--- src/hdl/ccdh_pkg.sv ---
// shared types and constants for the chain code direction histogram
`default_nettype none

package ccdh_pkg;

  localparam int unsigned COORD_BITS_DEF = 12;
  localparam int unsigned COUNT_BITS_DEF = 16;

  localparam int unsigned DIR_COUNT = 8;
  localparam int unsigned DIR_W     = 3;
  localparam int unsigned FIELD_W   = 16;

  // freeman codes, north first, clockwise, y grows downward
  localparam logic [DIR_W-1:0] DIR_N  = 3'd0;
  localparam logic [DIR_W-1:0] DIR_NE = 3'd1;
  localparam logic [DIR_W-1:0] DIR_E  = 3'd2;
  localparam logic [DIR_W-1:0] DIR_SE = 3'd3;
  localparam logic [DIR_W-1:0] DIR_S  = 3'd4;
  localparam logic [DIR_W-1:0] DIR_SW = 3'd5;
  localparam logic [DIR_W-1:0] DIR_W_ = 3'd6;
  localparam logic [DIR_W-1:0] DIR_NW = 3'd7;

  // per-axis step class
  typedef enum logic [1:0] {
    AX_ZERO = 2'd0,
    AX_POS  = 2'd1,
    AX_NEG  = 2'd2,
    AX_FAR  = 2'd3
  } axis_t;

  typedef struct packed {
    logic             hit;
    logic [DIR_W-1:0] code;
  } dir_t;

  typedef enum logic [3:0] {
    ST_INIT  = 4'b0001,
    ST_RUN   = 4'b0010,
    ST_CLOSE = 4'b0100,
    ST_DRAIN = 4'b1000
  } state_t;

  typedef enum logic {
    OP_INC   = 1'b0,
    OP_DRAIN = 1'b1
  } op_t;

  typedef struct packed {
    logic [DIR_W-1:0]   bin_index;
    logic [FIELD_W-1:0] bin_count;
    logic [FIELD_W-1:0] skipped_steps;
    logic               run_end;
  } out_word_t;

endpackage

`default_nettype wire

--- src/hdl/chain_code_direction_histogram.sv ---
// top level: 8-direction chain code histogram over contour points
//
// input channel (in_valid/in_ready): one contour point per word, x/y and a
//   final_point flag on the last point of the contour
// result channel (out_valid/out_ready): eight words per contour, bins 0..7
//   in order, each with the saturating skipped-step count; run_end on bin 7
// throughput: one point per cycle while a contour is open; the bins live in
//   an 8-entry memory with a registered read, updated read-modify-write with
//   one-deep write forwarding, so back-to-back steps to the same bin are fine
// a final point closes the contour: the closing step is counted in ST_CLOSE,
//   then the eight bins are read out and cleared one per cycle while the
//   output buffer has room; in_ready stays low until the last bin has been read
// receiver stall: a two-word output buffer holds results and the readout
//   pauses; nothing is lost or repeated
// reset: control clears, then a sweep zeroes all eight bin entries while
//   in_ready stays low
`default_nettype none

module chain_code_direction_histogram #(
  parameter int unsigned COORD_BITS = ccdh_pkg::COORD_BITS_DEF,
  parameter int unsigned COUNT_BITS = ccdh_pkg::COUNT_BITS_DEF
) (
  input  wire logic                          clk,
  input  wire logic                          rst_n,
  input  wire logic                          in_valid,
  output      logic                          in_ready,
  input  wire logic [COORD_BITS-1:0]         in_point_x,
  input  wire logic [COORD_BITS-1:0]         in_point_y,
  input  wire logic                          in_final_point,
  output      logic                          out_valid,
  input  wire logic                          out_ready,
  output      logic [ccdh_pkg::DIR_W-1:0]    out_bin_index,
  output      logic [ccdh_pkg::FIELD_W-1:0]  out_bin_count,
  output      logic [ccdh_pkg::FIELD_W-1:0]  out_skipped_steps,
  output      logic                          out_run_end
);

  localparam int unsigned DW = ccdh_pkg::DIR_W;
  localparam logic [DW-1:0] LAST_BIN = DW'(ccdh_pkg::DIR_COUNT - 1);

  // classify one axis difference as -1, 0, +1 or out of reach
  function automatic ccdh_pkg::axis_t axis_class(input logic [COORD_BITS:0] d);
    ccdh_pkg::axis_t c;
    if (d == '0) begin
      c = ccdh_pkg::AX_ZERO;
    end else if (d == (COORD_BITS+1)'(1)) begin
      c = ccdh_pkg::AX_POS;
    end else if (d == '1) begin
      c = ccdh_pkg::AX_NEG;
    end else begin
      c = ccdh_pkg::AX_FAR;
    end
    return c;
  endfunction

  // direction of the step a -> b, hit low when not 8-adjacent
  function automatic ccdh_pkg::dir_t step_dir(input logic [COORD_BITS-1:0] ax,
                                              input logic [COORD_BITS-1:0] ay,
                                              input logic [COORD_BITS-1:0] bx,
                                              input logic [COORD_BITS-1:0] by);
    ccdh_pkg::axis_t cx;
    ccdh_pkg::axis_t cy;
    ccdh_pkg::dir_t  r;
    cx = axis_class({1'b0, bx} - {1'b0, ax});
    cy = axis_class({1'b0, by} - {1'b0, ay});
    r.hit  = 1'b1;
    r.code = ccdh_pkg::DIR_N;
    case (cy)
      ccdh_pkg::AX_NEG: begin
        case (cx)
          ccdh_pkg::AX_ZERO: r.code = ccdh_pkg::DIR_N;
          ccdh_pkg::AX_POS:  r.code = ccdh_pkg::DIR_NE;
          ccdh_pkg::AX_NEG:  r.code = ccdh_pkg::DIR_NW;
          default:           r.hit  = 1'b0;
        endcase
      end
      ccdh_pkg::AX_ZERO: begin
        case (cx)
          ccdh_pkg::AX_POS: r.code = ccdh_pkg::DIR_E;
          ccdh_pkg::AX_NEG: r.code = ccdh_pkg::DIR_W_;
          default:          r.hit  = 1'b0;
        endcase
      end
      ccdh_pkg::AX_POS: begin
        case (cx)
          ccdh_pkg::AX_POS:  r.code = ccdh_pkg::DIR_SE;
          ccdh_pkg::AX_ZERO: r.code = ccdh_pkg::DIR_S;
          ccdh_pkg::AX_NEG:  r.code = ccdh_pkg::DIR_SW;
          default:           r.hit  = 1'b0;
        endcase
      end
      default: r.hit = 1'b0;
    endcase
    return r;
  endfunction

  function automatic logic [COUNT_BITS-1:0] sat_inc(input logic [COUNT_BITS-1:0] v);
    return (v == '1) ? v : v + COUNT_BITS'(1);
  endfunction

  // control state
  ccdh_pkg::state_t         state_r, state_nxt;
  logic [DW:0]              k_r, k_nxt;          // sweep / readout counter
  logic                     have_first_r, have_first_nxt;
  logic [COUNT_BITS-1:0]    skip_r, skip_nxt;

  // contour points
  logic [COORD_BITS-1:0]    first_x_r, first_x_nxt;
  logic [COORD_BITS-1:0]    first_y_r, first_y_nxt;
  logic [COORD_BITS-1:0]    prev_x_r, prev_x_nxt;
  logic [COORD_BITS-1:0]    prev_y_r, prev_y_nxt;
  ccdh_pkg::dir_t           close_r, close_nxt;

  // update stage, the cycle after the memory read
  logic                     b_valid_r, b_valid_nxt;
  ccdh_pkg::op_t            b_op_r, b_op_nxt;
  logic [DW-1:0]            b_addr_r, b_addr_nxt;
  logic                     b_last_r, b_last_nxt;

  // bin memory and last-write forwarding
  logic [COUNT_BITS-1:0]    bin_mem [ccdh_pkg::DIR_COUNT];
  logic [COUNT_BITS-1:0]    rd_q_r;
  logic [DW-1:0]            mem_raddr;
  logic                     mem_we;
  logic [DW-1:0]            mem_waddr;
  logic [COUNT_BITS-1:0]    mem_wdata;
  logic                     wl_en_r;
  logic [DW-1:0]            wl_addr_r;
  logic [COUNT_BITS-1:0]    wl_data_r;
  logic [COUNT_BITS-1:0]    b_cur;

  // two-word output buffer, head drives the ports
  ccdh_pkg::out_word_t      e0_r, e0_nxt, e1_r, e1_nxt;
  logic [1:0]               cnt_r, cnt_nxt;
  ccdh_pkg::out_word_t      push_word;
  logic                     push, pop;
  logic [2:0]               occ;
  logic                     issue_ok;

  ccdh_pkg::dir_t           in_dir;
  ccdh_pkg::dir_t           in_close;
  logic [COORD_BITS-1:0]    cl_x, cl_y;
  logic                     accept;

  assign in_ready = (state_r == ccdh_pkg::ST_RUN);
  assign accept   = in_valid && in_ready;

  // step from the previous point, and the closing step from the first point
  assign in_dir   = step_dir(prev_x_r, prev_y_r, in_point_x, in_point_y);
  assign cl_x     = have_first_r ? first_x_r : in_point_x;
  assign cl_y     = have_first_r ? first_y_r : in_point_y;
  assign in_close = step_dir(cl_x, cl_y, in_point_x, in_point_y);

  // read address follows whatever the update stage will need next cycle
  always_comb begin
    case (state_r)
      ccdh_pkg::ST_CLOSE: mem_raddr = close_r.code;
      ccdh_pkg::ST_DRAIN: mem_raddr = k_r[DW-1:0];
      default:            mem_raddr = in_dir.code;
    endcase
  end

  // a write on the same edge as the read is not seen by the read
  assign b_cur = (wl_en_r && (wl_addr_r == b_addr_r)) ? wl_data_r : rd_q_r;

  always_comb begin
    if (state_r == ccdh_pkg::ST_INIT) begin
      mem_we    = 1'b1;
      mem_waddr = k_r[DW-1:0];
      mem_wdata = '0;
    end else begin
      mem_we    = b_valid_r;
      mem_waddr = b_addr_r;
      mem_wdata = (b_op_r == ccdh_pkg::OP_INC) ? sat_inc(b_cur) : '0;
    end
  end

  always_ff @(posedge clk) begin
    if (mem_we) begin
      bin_mem[mem_waddr] <= mem_wdata;
    end
    rd_q_r <= bin_mem[mem_raddr];
  end

  // readout words
  assign push = b_valid_r && (b_op_r == ccdh_pkg::OP_DRAIN);
  assign pop  = out_valid && out_ready;

  always_comb begin
    push_word.bin_index     = b_addr_r;
    push_word.bin_count     = ccdh_pkg::FIELD_W'(b_cur);
    push_word.skipped_steps = ccdh_pkg::FIELD_W'(skip_r);
    push_word.run_end       = b_last_r;
  end

  // buffered words plus the one in flight must leave room for the next read
  assign occ      = {1'b0, cnt_r} + {2'b00, push};
  assign issue_ok = occ < (3'd2 + {2'b00, pop});

  always_comb begin
    e0_nxt  = e0_r;
    e1_nxt  = e1_r;
    cnt_nxt = cnt_r;
    if (push && pop) begin
      if (cnt_r == 2'd1) begin
        e0_nxt = push_word;
      end else begin
        e0_nxt = e1_r;
        e1_nxt = push_word;
      end
    end else if (pop) begin
      e0_nxt  = e1_r;
      cnt_nxt = cnt_r - 2'd1;
    end else if (push) begin
      if (cnt_r == 2'd0) begin
        e0_nxt = push_word;
      end else begin
        e1_nxt = push_word;
      end
      cnt_nxt = cnt_r + 2'd1;
    end
  end

  assign out_valid         = (cnt_r != 2'd0);
  assign out_bin_index     = e0_r.bin_index;
  assign out_bin_count     = e0_r.bin_count;
  assign out_skipped_steps = e0_r.skipped_steps;
  assign out_run_end       = e0_r.run_end;

  // sequencing
  always_comb begin
    state_nxt      = state_r;
    k_nxt          = k_r;
    have_first_nxt = have_first_r;
    skip_nxt       = skip_r;
    first_x_nxt    = first_x_r;
    first_y_nxt    = first_y_r;
    prev_x_nxt     = prev_x_r;
    prev_y_nxt     = prev_y_r;
    close_nxt      = close_r;
    b_valid_nxt    = 1'b0;
    b_op_nxt       = ccdh_pkg::OP_INC;
    b_addr_nxt     = b_addr_r;
    b_last_nxt     = 1'b0;

    case (state_r)
      ccdh_pkg::ST_INIT: begin
        // zero sweep of the bin memory
        if (k_r[DW-1:0] == LAST_BIN) begin
          state_nxt = ccdh_pkg::ST_RUN;
          k_nxt     = '0;
        end else begin
          k_nxt = k_r + (DW+1)'(1);
        end
      end
      ccdh_pkg::ST_RUN: begin
        if (accept) begin
          prev_x_nxt = in_point_x;
          prev_y_nxt = in_point_y;
          if (!have_first_r) begin
            first_x_nxt = in_point_x;
            first_y_nxt = in_point_y;
          end else if (in_dir.hit) begin
            b_valid_nxt = 1'b1;
            b_addr_nxt  = in_dir.code;
          end else begin
            skip_nxt = sat_inc(skip_r);
          end
          if (in_final_point) begin
            have_first_nxt = 1'b0;
            close_nxt      = in_close;
            state_nxt      = ccdh_pkg::ST_CLOSE;
          end else begin
            have_first_nxt = 1'b1;
          end
        end
      end
      ccdh_pkg::ST_CLOSE: begin
        // closing step from the first point to the last
        if (close_r.hit) begin
          b_valid_nxt = 1'b1;
          b_addr_nxt  = close_r.code;
        end else begin
          skip_nxt = sat_inc(skip_r);
        end
        k_nxt     = '0;
        state_nxt = ccdh_pkg::ST_DRAIN;
      end
      ccdh_pkg::ST_DRAIN: begin
        if (!k_r[DW] && issue_ok) begin
          b_valid_nxt = 1'b1;
          b_op_nxt    = ccdh_pkg::OP_DRAIN;
          b_addr_nxt  = k_r[DW-1:0];
          b_last_nxt  = (k_r[DW-1:0] == LAST_BIN);
          k_nxt       = k_r + (DW+1)'(1);
        end
        if (push && b_last_r) begin
          skip_nxt  = '0;
          state_nxt = ccdh_pkg::ST_RUN;
        end
      end
      default: begin
        state_nxt = ccdh_pkg::ST_INIT;
        k_nxt     = '0;
      end
    endcase
  end

  always_ff @(posedge clk) begin
    if (!rst_n) begin
      state_r      <= ccdh_pkg::ST_INIT;
      k_r          <= '0;
      have_first_r <= 1'b0;
      skip_r       <= '0;
      b_valid_r    <= 1'b0;
      wl_en_r      <= 1'b0;
      cnt_r        <= 2'd0;
    end else begin
      state_r      <= state_nxt;
      k_r          <= k_nxt;
      have_first_r <= have_first_nxt;
      skip_r       <= skip_nxt;
      b_valid_r    <= b_valid_nxt;
      wl_en_r      <= mem_we;
      cnt_r        <= cnt_nxt;
    end
  end

  always_ff @(posedge clk) begin
    first_x_r <= first_x_nxt;
    first_y_r <= first_y_nxt;
    prev_x_r  <= prev_x_nxt;
    prev_y_r  <= prev_y_nxt;
    close_r   <= close_nxt;
    b_op_r    <= b_op_nxt;
    b_addr_r  <= b_addr_nxt;
    b_last_r  <= b_last_nxt;
    wl_addr_r <= mem_waddr;
    wl_data_r <= mem_wdata;
    e0_r      <= e0_nxt;
    e1_r      <= e1_nxt;
  end

endmodule

`default_nettype wire

--- config.mk ---
export PLATFORM = sky130hd
export DESIGN_NAME = chain_code_direction_histogram
export DESIGN_NICKNAME = d
export VERILOG_FILES = /design/src/hdl/ccdh_pkg.sv /design/src/hdl/chain_code_direction_histogram.sv
export SDC_FILE = /design/constraint.sdc
export NUM_CORES = 1
export LEC_CHECK = 0
export BUFFER_PORTS_ARGS = -buffer_cell sky130_fd_sc_hd__buf_4
export CORE_AREA = 8 8 244 246
export CTS_BUF_LIST = sky130_fd_sc_hd__clkbuf_4
export DETAILED_ROUTE_END_ITERATION = 7
export DIE_AREA = 0 0 252 254
export SLEW_MARGIN = 30
export SYNTH_ARGS = -nofsm -noshare
export SYNTH_HDL_FRONTEND = slang
export SYNTH_SLANG_ARGS = --single-unit
--- constraint.sdc ---
create_clock -name clk -period 7.2 [get_ports clk]
set_input_delay 1.08 -clock clk [delete_from_list [all_inputs] [get_ports clk]]
set_output_delay 1.08 -clock clk [all_outputs]
set_load 0.02 [all_outputs]
After elaboration in Yosys (flattened, before gate mapping)
Memory sizes are Yosys's and may differ from the RTL's. A register that Yosys moved wholly into a read port is not among the register bits. Index checks and enable logic that the tools add are counted. Widths: inputs -> output; s select.

Flip-flop bits (word level): 177. Memory bits (writable): 128. Input port bits: 29. Output and inout port bits: 38. Logic and storage cells: 195. Memories: 1.

$add $sub $neg: 11. $lt $le $gt $ge: 1. Equal/unequal tests: 38. Multiplexer cells: 77. Bitwise gates (word level): 2. Reductions and logical operators: 39.

Memories: bin_mem (depth 8, bits a word 16, read ports 1, clocked after memory_dff 1, wr ports 1, RTL line chain_code_direction_histogram.sv:121) `logic [COUNT_BITS-1:0] bin_mem [ccdh_pkg::DIR_COUNT];`.

Operators by type and width (number): $mux 36 (10); $mux 16 (10); $eq 13x1->1 const B (4); $eq 13x13->1 const B (4); $logic_not 13->1 (4); $sub 12x12->13 (4); $pmux 16 s3 (1); $pmux 3 s3 (5); $add 16x1->16 const B (2); $eq 16x16->1 const B (2); $pmux 3 s2 (5); $mux 12 (2); $mux 4 (6); $mux 2 (10); $mux 3 (6); $mux 1 (17); $pmux 4 s4 (1); $ne 2x2->1 const B (7); $ne 2x1->1 const B (6); $pmux 4 s3 (1); $reduce_and 6->1 (2); $eq 2x1->1 const B (5); $logic_not 2->1 (5); $reduce_and 2->1 (5); 24 further kinds (44).

Depth between registers and ports, before layout
Gate-level depths: netlist of the first run.

Depth in word-level cells: 13. Gate-level depth with buffers: 22. Depth with buffers taken out: 21.

Least setup slack after synthesis of the first run
Ideal clock, no wire load.

Kind: input-to-reg. Start: input in_point_y[0]. End: register rd_q_r[14], read port of bin_mem. Setup time: 0.121 ns. Arrival: 5.416 ns. Required time: 7.079 ns. Setup slack: 1.663 ns. Stages on the path: 21. Path buffers: 2. Cells stage by stage: inv_1 -> ha_1 -> fa_1 -> nor2b_1 -> o31a_1 -> o21ai_0 -> o21ai_0 -> nand3_1 -> a2111oi_0 -> and2_1 -> a31oi_1 -> ha_1 -> nor2_1 -> nor2_1 -> a222oi_1 -> buf_2 -> buf_2 -> mux2_2 -> a221oi_1 -> o31ai_1 -> mux2_2.

Cells in the longest elaborated chain, start to end: 8. Elaborated cells on any way between the ends: 12. Classes of those cells: 1 x add/sub; 4 x eq/ne; 5 x mux; 2 x reduce/logical.

RTL lines: start: declaration (RTL line chain_code_direction_histogram.sv:28) `input wire logic [COORD_BITS-1:0] in_point_y,`; $sub 12x12->13 (*) (RTL line chain_code_direction_histogram.sv:65) `cy = axis_class({1'b0, by} - {1'b0, ay});`; $eq 13x13->1 (RTL line chain_code_direction_histogram.sv:48) `end else if (d == '1) begin`; $mux 1 (RTL line chain_code_direction_histogram.sv:48); $mux 2 (RTL line chain_code_direction_histogram.sv:46) `end else if (d == (COORD_BITS+1)'(1)) begin`; $mux 2 (*) (RTL line chain_code_direction_histogram.sv:44) `if (d == '0) begin`; $eq 2x1->1 (tied with other cells) (RTL line chain_code_direction_histogram.sv:68) `case (cy)`; $pmux 3 s3 (*) (RTL line chain_code_direction_histogram.sv:68); $pmux 3 s2 (*) (RTL line chain_code_direction_histogram.sv:156) `case (state_r)`; end: declaration (RTL line chain_code_direction_histogram.sv:122) `logic [COUNT_BITS-1:0] rd_q_r;`.

Mark *: on every way between the ends. The rest lies on a longest branch, timed or not. A chain may end at the register's enable or synchronous reset.

Final worst setup path of the first run
Start: input in_point_y[1]. End: register rd_q_r[4], read port of bin_mem.

Same word-level chain as after synthesis.

==> impl_metrics.yaml, run 1 <==
outcome:
  status: "complete, no violations"
critical_path:
  cp-end-kind: "flip-flop"
  arrival_ns: 6.53
  r2r-start: "prev_y_r[1]"
  start_kind: "primary input"
  crit_required_ns: 7.85
  worst-path-buf-inv: 3
  path_max_fanout: 34
  crit_slowest_cell: "a2111oi_0"
  critPathKind: "in -> reg"
  startpoint: "in_point_y[1]"
  path_cells: "buf_4 -> ha_1 -> nor2b_1 -> o31a_1 -> o31ai_1 -> a21oi_1 -> a2111oi_0 -> xor2_1 -> and2_1 -> a31o_2 -> ha_1 -> a22oi_1 -> a2111oi_0 -> a221oi_4 -> buf_4 -> inv_2 -> nand2_1 -> o22ai_1 -> a221oi_1 -> o31ai_1 -> mux2_2"
  slowest_delay_ns: 0.61
  crit_family: "compound AO/OA/AOI/OAI gates"
layout:
  multi_input_area_sq_mm: 0.00707
  layout_common_cells: "edfxtp_1 (255), clkbuf_4 (134), nand2_1 (120)"
  final_common_cell: "edfxtp_1"
  register_area_sq_mm: 0.00898
  areaGrowthSynthToFinish_pct: 15.9
  layout.nets: 1665
  postLayoutCellArea_sq_mm: 0.0191
  fillers: 5596
  drive_gt1_frac: 0.209
  stdcell_count: 2387
synthesis:
  ys_types: 76
  avgSynthCellArea_sq_um: 11.5
  synth_area_sq_mm: 0.0165
  syn_nets: 1534
  yosys_warnings: 0
  ys_ff_latch: 321
  synth_edf_count: 255
  synth_ff_type: "edfxtp_1"
  seq_area_frac_synth: 0.545
  syn_inst: 1429
  synthArstFlopShare: 0
floorplanning:
  core_sq_mm: 0.0557
  ios: 67
  fp.dieW_um: 252
  die_area_sq_mm: 0.0640
  die_h_um: 254
  row_count: 87
  start_util: 0.296
global_route:
  grt_util_all_layers: 0.114
  antenna_found_initial: 2
  grt_max_degree: 66
  grt_first_pass_wirelength_um: 59300
  gr-total-overflow: 0
  grt_pass1_vias: 11628
sta:
  worst_slack_ns: 1.32
  final.period_utilization: 0.817
  rsz0062_at_grt: "false"
  worstMarginPinSlew_ns: 0.860
  fmax_ghz: 0.170
  fin_hold_ws_ns: 0.501
  max_slew_margin: 0.426
  setup_viol: 0
  hold_viol_final: 0
  slew_viol_final: 0
  fin_setup_tns_ns: 0
  min_period_ns: 5.88
  finalClockSkew_ns: 0.0514
routing:
  wirelength_um: 37000
  drc_errors: 0
  detail_route.wl_per_cell_um: 15.5
  drt.antenna.violating_nets: 0
  via_per_inst: 4.82
  drt-pass1-iter-count: 5
  vias: 11515
  drt_iter0_drc: 569
clock_tree:
  cts_buffers: 83
  insertion_delay_ns: 0.77
  htreeDepth: 3
  clk_pin_slew_worst_paths_ns: 0.06
  cts.sinks: 321
  clockBufferDepth: 3
  cts_resized: 0
  ctsHoldBuffers: 0
  post-cts-setup-buffers: 0
  cts_tree: "yes"
  cts-root-buf: "clkbuf_4"
placement:
  placed_area_sq_mm: 0.0180
  place_congestion: 0.852
  portBuffers: 66
  post-place-cells: 2231
  dp_hpwl_um: 25100
  place_ws_ns: 0.650
pwr:
  ir_worst_vdd_v: 0.0000844
  power_leakage_nw: 7.29
  p_per_area_mw_per_mm2: 223
min_path:
  min_path_type: "reg -> reg"
  min_from: "k_r[3]"
flow_run:
  drv_cap: 0
[worst reg2reg max path, cell delays in order (launching register included)]
cell,delay (ns)
edfxtp_1,0.43
inv_1,0.08
ha_1,0.21
nor2b_1,0.14
o31a_1,0.28
o31ai_1,0.41
a21oi_1,0.12
a2111oi_0,0.61
xor2_1,0.18
and2_1,0.20
a31o_2,0.26
ha_1,0.23
a22oi_1,0.19
a2111oi_0,0.18
a221oi_4,0.26
buf_4,0.42
inv_2,0.09
nand2_1,0.57
o22ai_1,0.14
a221oi_1,0.32
o31ai_1,0.14
mux2_2,0.29
[synth_stat cells (21+ instances only)]
cell type,count,share of area
mux2i_1,74,0.045
nand3_1,39,0.012
nand2_1,120,0.027
edfxtp_1,255,0.46
a21oi_1,50,0.015
o21ai_0,55,0.017
nor3_1,31,0.0094
ha_1,72,0.055
inv_1,87,0.020
xnor2_1,26,0.014
mux2_2,78,0.053
nor2_1,109,0.025
clkbuf_1,27,0.0061
dfxtp_1,66,0.080
xor2_1,21,0.011
[cell families after synthesis]
| logic type | count (synthesis) | synth area share |
|---|---|---|
| compound gates | 261 | 0.108 |
| fa+ha+maj | 76 | 0.0595 |
| simple gates | 441 | 0.134 |
| mux | 152 | 0.0982 |
| xor+xnor | 47 | 0.0250 |
| buf+inv | 131 | 0.0307 |
| flops | 321 | 0.545 |
[report_power, final]
part	internal [mW]	leakage [nW]	switching [mW]	total [mW]
registers	2.09	2.85	0.0378	2.13
logic	0.224	3.79	0.328	0.552
clock network	0.842	0.653	0.745	1.59
[sequential cells by signal, indices dropped and copies added, names as in the netlist, 16 cells and up]
| signal | flops |
|---|---|
| bin_mem | 128 |
| e1_r | 36 |
| out_bin_count | 16 |
| out_skipped_steps | 16 |
| rd_q_r | 16 |
| skip_r | 16 |
| wl_data_r | 16 |
[worst paths after layout]
| path | end | slack (ns) | cells after the start |
|---|---|---|---|
| hold / removal | k_r[3] | 0.50 | 2 |
| setup / recovery | rd_q_r[4] | 1.32 | 21 |
| setup reg to reg | rd_q_r[4] | 1.34 | 21 |
| hold reg to reg | k_r[3] | 0.50 | 2 |
[stage by stage]
| step | total power, mW | util |
|---|---|---|
| 2_1_floorplan | 2.55 | - |
| 3_3_place_gp | 2.70 | 0.322 |
| 3_5_place_dp | 2.72 | 0.323 |
| 4_1_cts | 4.33 | 0.342 |
| 5_1_grt | 4.50 | 0.343 |
| 6_report | 4.27 | 0.343 |
[metal layers]
metal	wire length (um)	track usage	vias to the layer above
li1	-	-	5686
met1	17100	0.143	5477
met2	17100	0.184	283
met3	2040	0.0318	69
met4	760	0.0448	0
met5	0	0	-
[cell type report]
cell class              count  share of cell area
multi-input cells         977               0.370
repair buffers             88              0.0352
clock inverters            16             0.00393
inverters                  89              0.0176
diodes                      6            0.000786
clock buffers             134              0.0527
flip-flops and latches    321               0.470
well taps                 756              0.0495
Power figures use the tool's default switching activity.
==> run 2, diff against run 1 <==
Settings changed: ABC_AREA from default to 1, CORE_AREA 8 8 244 246 to 8 8 242 244, DIE_AREA 0 0 252 254 to 0 0 250 252.
Clock period 7.2 ns to 5.9 ns, I/O delays scaled along.
==> run 2 against run 1 <==
Sequential share of layout area increased by 0.63 points. Clock skew grew 0.021 ns. Setup slack gained 0.21 ns. Final cell count is 11% higher. Design area shrank 1.3%. Via count is 5.9% higher. Combinational power grew to 2.8 times the previous value.
==> impl_metrics.yaml, run 2 <==
synthesis:
  yosys_warnings: 0
  synth_ff_type: "edfxtp_1"
  syn_inst: 1734
  ys_types: 52
  syn_nets: 1839
  synth_top_area_frac: 0.471
  synthArstFlopShare: 0
  synth.most_common_cell: "nand2_1"
  synthTopCellsByArea: "edfxtp_1 (47%), nand2_1 (8.8%), dfxtp_1 (8.1%), inv_1 (5.7%), ha_1 (5.5%)"
  synth_edf_count: 255
  yosysTopAreaCell: "edfxtp_1"
  synth_area_sq_mm: 0.0163
  synth_common_cells: "nand2_1 (381), edfxtp_1 (255), inv_1 (246)"
  ys_ff_latch: 321
  seq_area_frac_synth: 0.552
  avgSynthCellArea_sq_um: 9.38
pwr:
  clkPwrFrac: 0.290
  comb_power_share: 0.230
  p_sw_mw: 2.20
  total_power_mw: 6.78
  power_leakage_nw: 7.85
  p_per_area_mw_per_mm2: 359
  netSwitchingFraction: 0.325
  ir_worst_vdd_v: 0.000331
  p_int_mw: 4.58
  seqPwrFrac: 0.479
sta:
  min_period_ns: 4.38
  final.period_utilization: 0.742
  finalClockSkew_ns: 0.0729
  slew_viol_final: 0
  max_slew_margin: 0.411
  setup_viol: 0
  worstMarginPinSlew_ns: 0.883
  fmax_ghz: 0.229
  rsz0062_at_grt: "false"
  hold_viol_final: 0
  fin_setup_tns_ns: 0
routing:
  detail_route.wl_per_cell_um: 14.1
  drt-pass1-iter-count: 5
  drt_iter0_drc: 704
  drt.antenna.violating_nets: 0
  via_per_inst: 4.60
  vias: 12192
  drc_errors: 0
  wirelength_um: 37500
clock_tree:
  clk_pin_slew_worst_paths_ns: 0.07
  cts-root-buf: "clkbuf_4"
  cts_tree: "yes"
  ctsHoldBuffers: 0
  cts_buffers: 84
  cts.sinks: 321
  cts_resized: 0
  post-cts-setup-buffers: 0
  htreeDepth: 3
  insertion_delay_ns: 0.81
  clockBufferDepth: 3
critical_path:
  cp-end-kind: "flip-flop"
  critPathKind: "reg -> reg"
  crit_slowest_cell: "fa_1"
  slowest_delay_ns: 0.42
  path_cells: "ha_1 -> fa_1 -> inv_1 -> nand3_1 -> nand2_1 -> nand4_1 -> nand2_1 -> a21oi_1 -> o21ai_0 -> a21o_1 -> nand4_1 -> nor2_1 -> nor2_1 -> ha_1 -> inv_1 -> o21ai_0 -> o21ai_0 -> o21ai_4 -> clkinv_1 -> buf_4 -> nor2_1 -> o32ai_1 -> nand2_1 -> nand2_1"
  start_kind: "flip-flop"
  path_max_fanout: 34
  crit_required_ns: 6.65
  arrival_ns: 5.12
  cp_common_cell: "nand2_1"
floorplanning:
  die_h_um: 252
  die_area_sq_mm: 0.0630
  ios: 67
  start_util: 0.298
  fp.dieW_um: 250
  core_sq_mm: 0.0547
  row_count: 86
layout:
  final_common_cell: "nand2_1"
  top_regs: "bin_mem (128), e1_r (36)"
  top_register: "bin_mem"
  largest_reg_flops: 128
  drive_gt1_frac: 0.164
  layout.nets: 1976
  areaGrowthSynthToFinish_pct: 15.8
  layout_common_cells: "nand2_1 (381), edfxtp_1 (255), inv_1 (245)"
placement:
  dp_hpwl_um: 25900
  portBuffers: 66
  place_congestion: 0.839
global_route:
  grt_pass1_vias: 12088
  grt_max_degree: 64
  antenna_found_initial: 2
  grt_first_pass_wirelength_um: 61400
  gr-total-overflow: 0
  grt_util_all_layers: 0.119
outcome:
  status: "complete, no violations"
flow_run:
  drv_cap: 0
min_path:
  min_path_type: "in -> reg"
run 2: cells by family (layout without fill, tap and decap cells):
group | count (synthesis) | after routing | share of synthesized area
buf+inv | 303 | 511 | 0.0735
xor+xnor | 39 | 39 | 0.0210
simple gates | 730 | 730 | 0.200
other cells | 0 | 7 | 0
fa+ha+maj | 76 | 76 | 0.0603
compound gates | 265 | 265 | 0.0932
flops | 321 | 321 | 0.552
run 2: path summary, 6_finish.rpt:
kind,slack (ns),start,depth (start not counted),endpoint
max,1.52,prev_y_r[0],24,rd_q_r[1]
min,0.31,in_point_x[0],1,prev_x_r[0]
max reg2reg,1.52,prev_y_r[0],24,rd_q_r[1]
min reg2reg,0.44,skip_r[9],0,e1_r[10]
run 2: metal layers:
metal	up-vias	routed length, um	track usage
li1	6175	-	-
met1	5668	17800	0.156
met2	282	16800	0.187
met3	67	1990	0.0308
met4	0	843	0.0441
met5	-	0	0
run 2: power by group through the flow:
stage	registers, mW	clock network (mW)	logic, mW
floorplan	3.25	0	1.02
global route	3.28	2.16	1.75
finish	3.25	1.97	1.56
CTS	3.25	2.04	1.57
global placement	3.29	0	1.52
detailed placement	3.29	0	1.57
run 2: critical path: cells and delay by family, from the launching register on:
kind	cells	cell delay [ns]
buffers and inverters	4	0.77
adders and majority gates	3	0.82
and+or+nand+nor	10	1.01
DFF	1	0.37
AOI/OAI and AO/OA	7	1.37
run 2: area by class of cell:
class | count | area [sq um]
fill | 5598 | 35800
sequential | 321 | 8980
multi-input combinational | 1110 | 6150
inverter | 265 | 995
clock buffer | 126 | 946
tap | 704 | 881
timing repair buffer | 89 | 711
clock inverter | 31 | 169
antenna | 7 | 17.5
run 2: per-stage QoR:
step           area [sq um]  instances   util  hold WS [ns]  worst slack, ns
6_report              18900       2653  0.345         0.308             1.52
5_1_grt               18800       2650  0.345         0.212            0.993
4_1_cts               18800       2645  0.344         0.225             1.32
3_5_place_dp          17700       2488  0.324         0.425            0.656
3_3_place_gp          17600       2485  0.323         0.418            0.809
2_1_floorplan         16300       1734      -         0.408             1.74
